[src/hw/rtl/mpdc_pkg.sv]
// ----------------------------------------------------------------------------
// Manchester pulse decoder package
// Shared types and constants of the pulse decoder with CRC-16 packet check.
// ----------------------------------------------------------------------------
package mpdc_pkg;

    localparam int MAX_BYTES = 564;
    localparam int CNT_W     = 10;
    localparam int CFG_W     = 8;
    localparam int CFG_IDX_W = 2;
    localparam int QDEPTH    = 4;
    localparam int QAW       = $clog2(QDEPTH);
    localparam int ODEPTH    = 4;
    localparam int OAW       = $clog2(ODEPTH);

    localparam logic [15:0] CRC_POLY = 16'h8005;
    localparam logic [15:0] CRC_INIT = 16'h8005;

    localparam logic [CFG_IDX_W-1:0] REG_SHORT_MIN   = 2'd0;
    localparam logic [CFG_IDX_W-1:0] REG_SHORT_LIMIT = 2'd1;
    localparam logic [CFG_IDX_W-1:0] REG_LONG_MIN    = 2'd2;
    localparam logic [CFG_IDX_W-1:0] REG_LONG_LIMIT  = 2'd3;

    localparam logic [2:0] ST_OK        = 3'd0;
    localparam logic [2:0] ST_BAD_WIDTH = 3'd1;
    localparam logic [2:0] ST_OVERFLOW  = 3'd2;
    localparam logic [2:0] ST_BAD_LEN   = 3'd3;
    localparam logic [2:0] ST_BAD_CRC   = 3'd4;

    typedef enum logic [1:0] {
        CLS_SHORT,
        CLS_LONG,
        CLS_BAD
    } cls_t;

    typedef struct packed {
        cls_t cls;
        logic last;
    } item_t;

    typedef struct packed {
        logic             level;
        logic [3:0]       phase;
        logic             sync;
        logic             held;
        logic [7:0]       shift;
        logic [CNT_W-1:0] count;
        logic [7:0]       r0;
        logic [7:0]       r1;
        logic [7:0]       r2;
        logic [2:0]       err;
    } dec_state_t;

    localparam dec_state_t DEC_RESET = '{level: 1'b1, default: '0};

    typedef struct packed {
        dec_state_t       st;
        logic             emit;
        logic [7:0]       ebyte;
        logic [2:0]       estat;
        logic [CNT_W-1:0] ecount;
        logic             crc_upd;
        logic [7:0]       crc_in;
    } hb_step_t;

    typedef struct packed {
        logic             kind;
        logic [7:0]       data;
        logic [2:0]       status;
        logic [CNT_W-1:0] total;
        logic             run_end;
    } out_word_t;

endpackage

[src/hw/rtl/mpdc_front.sv]
// ----------------------------------------------------------------------------
// Pulse classifier
// Holds the window registers and sorts each duration into short, long or bad.
// ----------------------------------------------------------------------------
module mpdc_front import mpdc_pkg::*; (
    input  logic                 aclk,
    input  logic                 aresetn,
    input  logic                 cfg_wr_en,
    input  logic [CFG_IDX_W-1:0] cfg_index,
    input  logic [CFG_W-1:0]     cfg_wdata,
    input  logic                 s_tvalid,
    output logic                 s_tready,
    input  logic [7:0]           s_tdata,
    input  logic                 s_tlast,
    output logic                 push_valid,
    input  logic                 push_ready,
    output item_t                push_item
);

    logic [7:0] short_min_reg;
    logic [7:0] short_limit_reg;
    logic [7:0] long_min_reg;
    logic [7:0] long_limit_reg;

    always_ff @(posedge aclk) begin
        if (!aresetn) begin
            short_min_reg   <= 8'd60;
            short_limit_reg <= 8'd115;
            long_min_reg    <= 8'd140;
            long_limit_reg  <= 8'd200;
        end else if (cfg_wr_en) begin
            unique case (cfg_index)
                REG_SHORT_MIN:   short_min_reg   <= cfg_wdata;
                REG_SHORT_LIMIT: short_limit_reg <= cfg_wdata;
                REG_LONG_MIN:    long_min_reg    <= cfg_wdata;
                REG_LONG_LIMIT:  long_limit_reg  <= cfg_wdata;
                default: ;
            endcase
        end
    end

    always_comb begin
        push_item.last = s_tlast;
        priority if (s_tdata >= short_min_reg && s_tdata < short_limit_reg) begin
            push_item.cls = CLS_SHORT;
        end else if (s_tdata >= long_min_reg && s_tdata < long_limit_reg) begin
            push_item.cls = CLS_LONG;
        end else begin
            push_item.cls = CLS_BAD;
        end
    end

    assign push_valid = s_tvalid;
    assign s_tready   = push_ready;

endmodule

[src/hw/rtl/mpdc_queue.sv]
// ----------------------------------------------------------------------------
// Item queue
// Short queue of classified pulses between the classifier and the decoder.
// ----------------------------------------------------------------------------
module mpdc_queue import mpdc_pkg::*; (
    input  logic  aclk,
    input  logic  aresetn,
    input  logic  push_valid,
    output logic  push_ready,
    input  item_t push_item,
    output logic  pop_valid,
    input  logic  pop_ready,
    output item_t pop_item
);

    item_t          mem [QDEPTH];
    logic [QAW-1:0] wr_ptr_reg;
    logic [QAW-1:0] rd_ptr_reg;
    logic [QAW:0]   count_reg;
    logic [QAW:0]   count_next;
    logic           do_push;
    logic           do_pop;

    assign push_ready = (count_reg != (QAW+1)'(QDEPTH));
    assign pop_valid  = (count_reg != '0);
    assign pop_item   = mem[rd_ptr_reg];
    assign do_push    = push_valid && push_ready;
    assign do_pop     = pop_valid && pop_ready;

    always_comb begin
        count_next = count_reg;
        if (do_push && !do_pop) begin
            count_next = count_reg + 1'b1;
        end else if (do_pop && !do_push) begin
            count_next = count_reg - 1'b1;
        end
    end

    always_ff @(posedge aclk) begin
        if (do_push) begin
            mem[wr_ptr_reg] <= push_item;
        end
    end

    always_ff @(posedge aclk) begin
        if (!aresetn) begin
            wr_ptr_reg <= '0;
            rd_ptr_reg <= '0;
            count_reg  <= '0;
        end else begin
            if (do_push) begin
                wr_ptr_reg <= wr_ptr_reg + 1'b1;
            end
            if (do_pop) begin
                rd_ptr_reg <= rd_ptr_reg + 1'b1;
            end
            count_reg <= count_next;
        end
    end

endmodule

[src/hw/rtl/mpdc_back.sv]
// ----------------------------------------------------------------------------
// Manchester decoder back end
// Turns classified pulses into half-bits, bytes, CRC state and status words.
// ----------------------------------------------------------------------------
module mpdc_back import mpdc_pkg::*; (
    input  logic        aclk,
    input  logic        aresetn,
    input  logic        q_valid,
    output logic        q_ready,
    input  item_t       q_item,
    output logic        m_tvalid,
    input  logic        m_tready,
    output logic [23:0] m_tdata,
    output logic        m_tuser,
    output logic        m_tlast
);

    function automatic logic [15:0] crc_byte(logic [15:0] c_in, logic [7:0] b);
        logic [15:0] c;
        logic [7:0]  d;
        logic        fb;
        c = c_in;
        d = b;
        for (int k = 0; k < 8; k++) begin
            fb = c[15] ^ d[7];
            c  = {c[14:0], 1'b0};
            d  = {d[6:0], 1'b0};
            if (fb) begin
                c = c ^ CRC_POLY;
            end
        end
        return c;
    endfunction

    function automatic hb_step_t take_hb(hb_step_t x_in, logic h);
        hb_step_t x;
        logic     bit_v;
        x = x_in;
        bit_v = 1'b0;
        if (x.st.err == ST_OK) begin
            if (!x.st.sync) begin
                x.st.sync = 1'b1;
            end else if (x.st.phase[0]) begin
                x.st.held = h;
            end else begin
                bit_v = (x.st.held != h) ? x.st.held : 1'b0;
                x.st.shift = {x.st.shift[6:0], bit_v};
                if (x.st.phase == 4'd0) begin
                    x.crc_upd  = (x.st.count >= CNT_W'(3));
                    x.crc_in   = x.st.r2;
                    x.st.r2    = x.st.r1;
                    x.st.r1    = x.st.r0;
                    x.st.r0    = x.st.shift;
                    x.st.count = x.st.count + 1'b1;
                    if (x.st.count >= CNT_W'(MAX_BYTES)) begin
                        x.st.err = ST_OVERFLOW;
                    end
                    x.emit     = 1'b1;
                    x.ebyte    = x.st.shift;
                    x.estat    = x.st.err;
                    x.ecount   = x.st.count;
                    x.st.shift = '0;
                end
            end
            x.st.phase = x.st.phase + 1'b1;
        end
        return x;
    endfunction

    dec_state_t  st_reg;
    dec_state_t  st_new;
    logic [15:0] crc_reg;
    logic [15:0] crc_new;
    logic [15:0] crc_mid;
    logic [15:0] crc_chk;
    hb_step_t    x;
    logic [2:0]  eop_status;
    out_word_t   byte_word;
    out_word_t   stat_word;
    logic        do_step;

    out_word_t    omem [ODEPTH];
    logic [OAW-1:0] owr_ptr_reg;
    logic [OAW-1:0] ord_ptr_reg;
    logic [OAW:0]   ocount_reg;
    logic [1:0]     n_push;
    logic           do_out;
    out_word_t      head;

    assign q_ready = (ocount_reg <= (OAW+1)'(ODEPTH - 2));
    assign do_step = q_valid && q_ready;

    always_comb begin
        x          = '0;
        x.st       = st_reg;
        eop_status = ST_OK;
        crc_chk    = '0;
        if (x.st.err == ST_OK) begin
            unique case (q_item.cls)
                CLS_SHORT: begin
                    x.st.level = ~x.st.level;
                    x = take_hb(x, x.st.level);
                end
                CLS_LONG: begin
                    x.st.level = ~x.st.level;
                    x = take_hb(x, x.st.level);
                    x = take_hb(x, x.st.level);
                end
                default: begin
                    x.st.err = ST_BAD_WIDTH;
                end
            endcase
        end
        if (q_item.last && x.st.err == ST_OK && !x.st.phase[0]) begin
            x = take_hb(x, 1'b1);
        end
        crc_mid = x.crc_upd ? crc_byte(crc_reg, x.crc_in) : crc_reg;
        crc_chk = crc_mid;
        if (x.st.count[0] == 1'b0 && x.st.count >= CNT_W'(4)) begin
            crc_chk = crc_byte(crc_mid, x.st.r2);
        end
        eop_status = x.st.err;
        if (x.st.err == ST_OK) begin
            if (!x.st.sync || x.st.phase != 4'd1 || x.st.count < CNT_W'(2)) begin
                eop_status = ST_BAD_LEN;
            end else if (crc_chk != {x.st.r1, x.st.r0}) begin
                eop_status = ST_BAD_CRC;
            end
        end

        byte_word.kind    = 1'b0;
        byte_word.data    = x.ebyte;
        byte_word.status  = x.estat;
        byte_word.total   = x.ecount;
        byte_word.run_end = ~q_item.last;
        stat_word.kind    = 1'b1;
        stat_word.data    = '0;
        stat_word.status  = eop_status;
        stat_word.total   = x.st.count;
        stat_word.run_end = 1'b1;

        if (q_item.last) begin
            st_new  = DEC_RESET;
            crc_new = CRC_INIT;
        end else begin
            st_new  = x.st;
            crc_new = crc_mid;
        end
        n_push = do_step ? ({1'b0, x.emit} + {1'b0, q_item.last}) : 2'd0;
    end

    always_ff @(posedge aclk) begin
        if (!aresetn) begin
            st_reg  <= DEC_RESET;
            crc_reg <= CRC_INIT;
        end else if (do_step) begin
            st_reg  <= st_new;
            crc_reg <= crc_new;
        end
    end

    assign head     = omem[ord_ptr_reg];
    assign m_tvalid = (ocount_reg != '0);
    assign m_tdata  = {3'b000, head.total, head.status, head.data};
    assign m_tuser  = head.kind;
    assign m_tlast  = head.run_end;
    assign do_out   = m_tvalid && m_tready;

    always_ff @(posedge aclk) begin
        if (n_push != 2'd0) begin
            omem[owr_ptr_reg] <= x.emit ? byte_word : stat_word;
        end
        if (n_push == 2'd2) begin
            omem[owr_ptr_reg + 1'b1] <= stat_word;
        end
    end

    always_ff @(posedge aclk) begin
        if (!aresetn) begin
            owr_ptr_reg <= '0;
            ord_ptr_reg <= '0;
            ocount_reg  <= '0;
        end else begin
            owr_ptr_reg <= owr_ptr_reg + OAW'(n_push);
            if (do_out) begin
                ord_ptr_reg <= ord_ptr_reg + 1'b1;
            end
            ocount_reg <= ocount_reg + (OAW+1)'(n_push) - (OAW+1)'(do_out);
        end
    end

endmodule

[src/hw/rtl/manchester_pulse_decoder_crc_core.sv]
// ----------------------------------------------------------------------------
// Manchester pulse decoder with CRC-16 check
// Decodes pulse durations into bytes and ends each packet with a status word.
// ----------------------------------------------------------------------------
// Channel  Direction  tdata (low bit up)                         tuser  tlast
// s_       in         duration[7:0]                              -      final_pulse
// m_       out        data_byte[7:0] status[10:8] total[20:11]   kind   run_end
//
// One pulse word is taken per cycle while s_tready is high; a word is written
// into the four-entry queue, read from there by the decoder, and its results
// leave through a four-entry output queue, one word per cycle while m_tready is
// high. The final pulse of a packet can yield a byte word and a status word.
// Reset is synchronous, active low; it restores the default window registers.
// A stalled m_ side fills the output queue, then the item queue, then drops
// s_tready.
// ----------------------------------------------------------------------------
module manchester_pulse_decoder_crc_core import mpdc_pkg::*; (
    input  logic                 aclk,
    input  logic                 aresetn,
    input  logic                 cfg_wr_en,
    input  logic [CFG_IDX_W-1:0] cfg_index,
    input  logic [CFG_W-1:0]     cfg_wdata,
    input  logic                 s_tvalid,
    output logic                 s_tready,
    input  logic [7:0]           s_tdata,   // duration[7:0]
    input  logic                 s_tlast,
    output logic                 m_tvalid,
    input  logic                 m_tready,
    output logic [23:0]          m_tdata,   // data_byte[7:0], status[10:8], total_bytes[20:11]
    output logic                 m_tuser,   // kind[0]
    output logic                 m_tlast
);

    logic  push_valid;
    logic  push_ready;
    item_t push_item;
    logic  q_valid;
    logic  q_ready;
    item_t q_item;

    mpdc_front u_front (
        .aclk       (aclk),
        .aresetn    (aresetn),
        .cfg_wr_en  (cfg_wr_en),
        .cfg_index  (cfg_index),
        .cfg_wdata  (cfg_wdata),
        .s_tvalid   (s_tvalid),
        .s_tready   (s_tready),
        .s_tdata    (s_tdata),
        .s_tlast    (s_tlast),
        .push_valid (push_valid),
        .push_ready (push_ready),
        .push_item  (push_item)
    );

    mpdc_queue u_queue (
        .aclk       (aclk),
        .aresetn    (aresetn),
        .push_valid (push_valid),
        .push_ready (push_ready),
        .push_item  (push_item),
        .pop_valid  (q_valid),
        .pop_ready  (q_ready),
        .pop_item   (q_item)
    );

    mpdc_back u_back (
        .aclk     (aclk),
        .aresetn  (aresetn),
        .q_valid  (q_valid),
        .q_ready  (q_ready),
        .q_item   (q_item),
        .m_tvalid (m_tvalid),
        .m_tready (m_tready),
        .m_tdata  (m_tdata),
        .m_tuser  (m_tuser),
        .m_tlast  (m_tlast)
    );

endmodule

[config.mk]
export PLATFORM = sky130hd
export DESIGN_NAME = manchester_pulse_decoder_crc_core
export DESIGN_NICKNAME = d
export VERILOG_FILES = /design/src/hw/rtl/mpdc_pkg.sv /design/src/hw/rtl/mpdc_front.sv /design/src/hw/rtl/mpdc_queue.sv /design/src/hw/rtl/mpdc_back.sv /design/src/hw/rtl/manchester_pulse_decoder_crc_core.sv
export SDC_FILE = /design/constraint.sdc
export NUM_CORES = 1
export LEC_CHECK = 0
export BUFFER_PORTS_ARGS = -buffer_cell sky130_fd_sc_hd__clkbuf_2
export CAP_MARGIN = 20
export CORE_UTILIZATION = 63
export CTS_CLUSTER_SIZE = 10
export DETAILED_ROUTE_END_ITERATION = 10
export HOLD_SLACK_MARGIN = 0.08
export PLACE_DENSITY = 0.81
export SYNTH_ARGS = -nofsm -noshare
export SYNTH_HDL_FRONTEND = slang
export SYNTH_SLANG_ARGS = --single-unit
[constraint.sdc]
create_clock -name aclk -period 7.44 [get_ports aclk]
set_input_delay 1.488 -clock aclk [delete_from_list [all_inputs] [get_ports aclk]]
set_output_delay 1.488 -clock aclk [all_outputs]
set_load 0.005 [all_outputs]
## Yosys cells after proc, flatten, opt, wreduce, memory -nomap -nowiden

Memories as Yosys holds them, arrays and structs flattened. A register that Yosys moved wholly into a read port is not among the register bits.
Index checks and enable logic that the tools add are counted.

| cells by class | value |
|---|---|
| $add $sub $neg | 16 |
| $lt $le $gt $ge | 13 |
| equal/unequal tests | 10 |
| muxes and demuxes | 72 |
| bitwise operators | 35 |
| reductions and logical operators | 33 |

Operator list:

| cell | number |
|---|---|
| two-way mux 76 bit | 6 |
| two-way mux 16 bit | 26 |
| two-way mux 82 bit | 5 |
| two-way mux 77 bit | 3 |
| one-hot mux 49 bit (2 select lines) | 1 |
| two-way mux 83 bit | 1 |
| one-hot mux 31 bit (2 select lines) | 1 |
| two-way mux 52 bit | 1 |
| inverter 3 bit | 16 |
| adder 10 x 1 -> 10 bit (second input constant) | 3 |
| >= comparator 10 bit (second input constant) | 3 |
| >= comparator 10 x 2 -> 1 bit (second input constant) | 3 |
| two-way mux 3 bit | 8 |
| two-way mux 23 bit | 1 |
| >= comparator 8 bit | 2 |
| < comparator 8 bit | 2 |
| != test 16 bit | 1 |
| bitwise XOR 1 bit | 16 |
| two-way mux 2 bit | 7 |
| adder 4 x 1 -> 4 bit (second input constant) | 3 |
| logical NOT 3 bit | 4 |
| logical NOT 4 bit | 3 |
| two-way mux 1 bit | 11 |
| >= comparator 10 x 3 -> 1 bit (second input constant) | 1 |
| 23 further kinds | 51 |

| word-level totals | value |
|---|---|
| flip-flop bits (word level) | 114 |
| memory bits (writable) | 104 |
| input bits | 24 |
| logic and storage cells | 202 |
| memories kept | 2 |

Memories:

| name | depth | width | read ports | clocked after Yosys merged registers in | wr ports | RTL line | source |
|---|---|---|---|---|---|---|---|
| u_back.omem | 4 | 23 | 1 | 1 | 2 | mpdc_back.sv:82 | `out_word_t omem [ODEPTH];` |
| u_queue.mem | 4 | 3 | 1 | 1 | 1 | mpdc_queue.sv:16 | `item_t mem [QDEPTH];` |

## Depth between registers and ports, before layout

| logic depth | value |
|---|---|
| depth in word-level cells | 71 |
| mapped depth | 30 |

## Hierarchy

Synthesis repeated with hierarchy kept, for this count alone.

| unflattened totals | value |
|---|---|
| cells, all modules | 1718 |
| area total of the unflattened synthesis | 14880.5 µm² |

Modules (own cells, without submodules):

| module | instances | cells each | area each (µm²) | sequential area each (µm²) |
|---|---|---|---|---|
| mpdc_back | 1 | 1425 | 11974.0 | 3883.7 |
| mpdc_front | 1 | 230 | 1979.4 | 640.6 |
| mpdc_queue | 1 | 63 | 927.1 | 540.5 |

## Least setup slack after synthesis

No wires, ideal clock.

| path | value |
|---|---|
| path kind | register to register |
| start point | register u_back.st_reg[47] (netlist bit) |
| end point | memory u_back.omem[0][13] (netlist bit) (data pin) |
| library setup time | 0.272 ns |
| arrival | 6.448 ns |
| setup slack | 0.719 ns |
| stages on the path, launching flop included | 28 |
| path buffers | 2 |
| cells stage by stage | dfxtp_1 -> clkbuf_1 -> inv_1 -> ha_1 -> or3b_4 -> clkinv_2 -> buf_6 -> ha_1 -> nor3b_1 -> a21oi_1 -> inv_1 -> ha_1 -> or3b_2 -> nor4_1 -> nor3_1 -> or4_1 -> nand3_1 -> nor4_1 -> and3_1 -> a41oi_4 -> mux2i_2 -> xor2_1 -> xnor3_1 -> xnor3_2 -> xnor3_1 -> o2bb2ai_1 -> nor3_1 -> a21oi_1 |

RTL lines:

| element | RTL line | source |
|---|---|---|
| start: declaration | mpdc_back.sv:70 | `dec_state_t st_reg;` |
| start signal: assignment | mpdc_back.sv:157 | `st_reg <= st_new;` |
| end: declaration | mpdc_back.sv:82 |  |

==> results.sh <==
export IMPL_status="complete, but fails checks"
export IMPL_violations="DRC"
export IMPL_largest_reg_flops=92
export IMPL_layout_cells_non_filler=1978
export IMPL_io_pins=52
export IMPL_placed_cells=1929
export IMPL_start_kind="register"
export IMPL_num_vias=13000
export IMPL_routed_wl_um=40300
export IMPL_max_slew_worst_pin_slew_ps=1140
export IMPL_cp_arrival_ps=7330
export IMPL_grt_pass1_wl_um=64800
export IMPL_track_usage_pct=34.4
export IMPL_grt_max_degree=91
export IMPL_drt_pass1_iterations=10
export IMPL_avgViaCountPerCell=6.55
export IMPL_end_kind="register"
export IMPL_setup_viol=0
export IMPL_p_switching_w=0.00223
export IMPL_hold_violations=0
export IMPL_die_y_um=153
export IMPL_ant_nets=0
export IMPL_relSlewSlack_pct=23.9
export IMPL_die_x_um=153
export IMPL_root_buffer="clkbuf_16"
export IMPL_yosysSeqAreaShare_pct=35.4
export IMPL_p_sw_share_pct=41.7
export IMPL_clockBufferDepth=3
export IMPL_ys_ff_latch=221
export IMPL_pwr_share_comb_pct=48.8
export IMPL_wl_per_cell_um=20.4
export IMPL_p_seq_share_pct=29.9
export IMPL_fin_crit_ps=7070
export IMPL_routabilityCongestion=0.978
export IMPL_portBuffers=48
export IMPL_htree_levels=1
export IMPL_hold_path_class="register to register"
export IMPL_drv_cap=0
export IMPL_synthCells=1670
export IMPL_setup_tns_ps=0
export IMPL_die_area_mm2=0.0233
export IMPL_ys_types=96
export IMPL_power_clock_fraction_pct=21.4
export IMPL_power_density_mw_per_mm2=341
export IMPL_cp_required_ps=7700
export IMPL_power_w=0.00533
export IMPL_final_nets=1764
export IMPL_wl_met3_um=3060
export IMPL_area_delta_synth_final_pct=9.28
export IMPL_power_leakage_nw=5.87
export IMPL_top_layer="met4"
export IMPL_start_util_pct=65.0
export IMPL_drc_errors=2
export IMPL_clk_pin_slew_ps=60
export IMPL_overflow=0
export IMPL_syn_mean_instance_area_um2=8.57
export IMPL_internal_power_w=0.00311
export IMPL_synth_edff_count=64
export IMPL_m1WireLength_um=16300
export IMPL_fill_cells=1724
export IMPL_diodes=0
export IMPL_clock_skew_ps=17.6
export IMPL_crit_fanout=14
export IMPL_clk_latency_ps=520
export IMPL_antenna_found_initial=0
export IMPL_core_area_mm2=0.0220
export IMPL_post_place_ws_ps=27.9
export IMPL_row_count=54
export IMPL_period_share_pct=95.1
export IMPL_drv_slew=0
export IMPL_drtIter0Drc=1401
export IMPL_ys_warn_count=0
export IMPL_drive_gt1_share_pct=12.1
export IMPL_fmax_mhz=141
export IMPL_route_met2_wl_um=19100
export IMPL_dp_hpwl_um=28800
export IMPL_async_flop_share_pct=0
export IMPL_synth_flop_cell="dfxtp_1"
export IMPL_first_global_vias=12400
export IMPL_syn_area_mm2=0.0143
export IMPL_cts_inserted_buffers=26
export IMPL_criticalPathCategory="register to register"
export IMPL_peakVddDrop_v=0.000223
export IMPL_cts_sinks=221
export IMPL_cts_tree="built"
export IMPL_fin_ws_ps=367
export IMPL_rsz0062_at_grt="no"
==> per-layer routing <==
| layer | global-route usage (%) | up-vias |
|---|---|---|
| li1 | - | 6036 |
| met1 | 44.0 | 6124 |
| met2 | 57.8 | 658 |
| met3 | 4.44 | 132 |
| met4 | 15.9 | 0 |
| met5 | 0 | - |
==> cell usage after synthesis (21+ instances only) <==
library cell / count / area, um^2
clkbuf_1: 71 / 267
edfxtp_1: 64 / 1920
nand2b_1: 23 / 144
a21oi_1: 110 / 551
nor2_1: 216 / 811
nand2_1: 173 / 649
nor4_1: 21 / 131
xnor2_1: 61 / 534
mux2i_1: 33 / 330
mux4_2: 26 / 586
nand3_1: 32 / 160
ha_1: 54 / 676
o21ai_0: 78 / 390
o211ai_1: 28 / 210
inv_1: 61 / 229
dfxtp_1: 157 / 3140
a22oi_1: 43 / 323
nor3_1: 31 / 155
xor2_1: 35 / 307
==> area by class of cell <==
cell class | instances | area, um^2 | share of cell area [%]
Clock buffer | 40 | 734 | 4.70
Multi-Input combinational cell | 1277 | 8620 | 55.1
Inverter | 66 | 250 | 1.60
Sequential cell | 221 | 5060 | 32.4
Clock inverter | 2 | 10.0 | 0.0640
Tap cell | 280 | 350 | 2.24
Timing Repair Buffer | 92 | 616 | 3.94
==> per-stage QoR <==
stage	hold WS (ps)	area, um^2	util (%)
final	453	15600	71.0
after global routing	479	15600	71.0
after CTS	454	15500	70.4
after detailed placement	441	14700	66.9
after global placement	429	14700	66.9
after floorplan	420	14300	-
==> power by group through the flow <==
stage	combinational, W	sequential, W	clock [W]
floorplan	0.00187	0.00154	0
global placement	0.00239	0.00160	0
detailed placement	0.00244	0.00161	0
CTS	0.00247	0.00159	0.00115
global route	0.00279	0.00161	0.00120
finish	0.00260	0.00159	0.00114
==> worst paths after layout <==
path	start	end	slack [ps]	depth (start not counted)
worst max-delay path	u_back.st_reg[30]	u_back.omem[1][13]	370	24
worst min register to register	u_back.omem[1][20]	u_back.omem[1][20]	450	2
worst min-delay path	u_back.omem[1][20]	u_back.omem[1][20]	450	2
worst max register to register	u_back.st_reg[30]	u_back.omem[1][13]	370	24
==> kinds of logic (layout without fill, tap and decap cells) <==
kind of cell    Yosys count  after routing  share of synthesized area (%)
simple gates            639            639                           21.6
compound gates          414            414                           19.5
flops                   221            221                           35.4
buf+inv                 174            200                           5.02
xor+xnor                101            101                           6.63
mux                      64             64                           6.83
fa+ha+maj                56             56                           5.00
other cells               1              3                         0.0262
==> placed cells by master (no fill, tap or decap), drive strengths merged, types with 13 or more instances in the layout <==
cell / instances
a211oi: 13
a21oi: 111
a22o: 16
a22oi: 43
a31oi: 15
and2: 21
and3: 21
buf: 44
clkbuf: 88
dfxtp: 157
edfxtp: 64
ha: 54
inv: 65
mux2i: 35
mux4: 26
nand2: 173
nand2b: 23
nand3: 32
nand4: 13
nor2: 216
nor2b: 15
nor3: 33
nor4: 24
o211ai: 28
o21ai: 82
xnor2: 61
xor2: 36
==> critical path, cell delays in order, from the launching register on <==
cell	delay, ps
dfxtp_1	630
buf_4	240
nand4_1	210
mux2i_1	190
o22ai_1	450
a21o_1	210
nand4_1	210
xor2_1	200
o21ai_0	150
inv_1	100
ha_1	150
nand3b_1	170
nor3_2	730
nand2_1	300
nor3_4	280
a41oi_4	150
buf_12	200
mux2i_4	230
xor2_1	270
xnor3_1	460
xnor3_2	490
xor2_1	190
mux2i_1	180
o311ai_4	290
a21oi_1	130
==> repair_timing <==
item,CTS,global route
endpoints found under the setup margin,1,21
pin swaps,1,2
gates resized for setup,0,13
buffers inserted,4,1
hold buffers,0,0
Power figures use the tool's default switching activity.
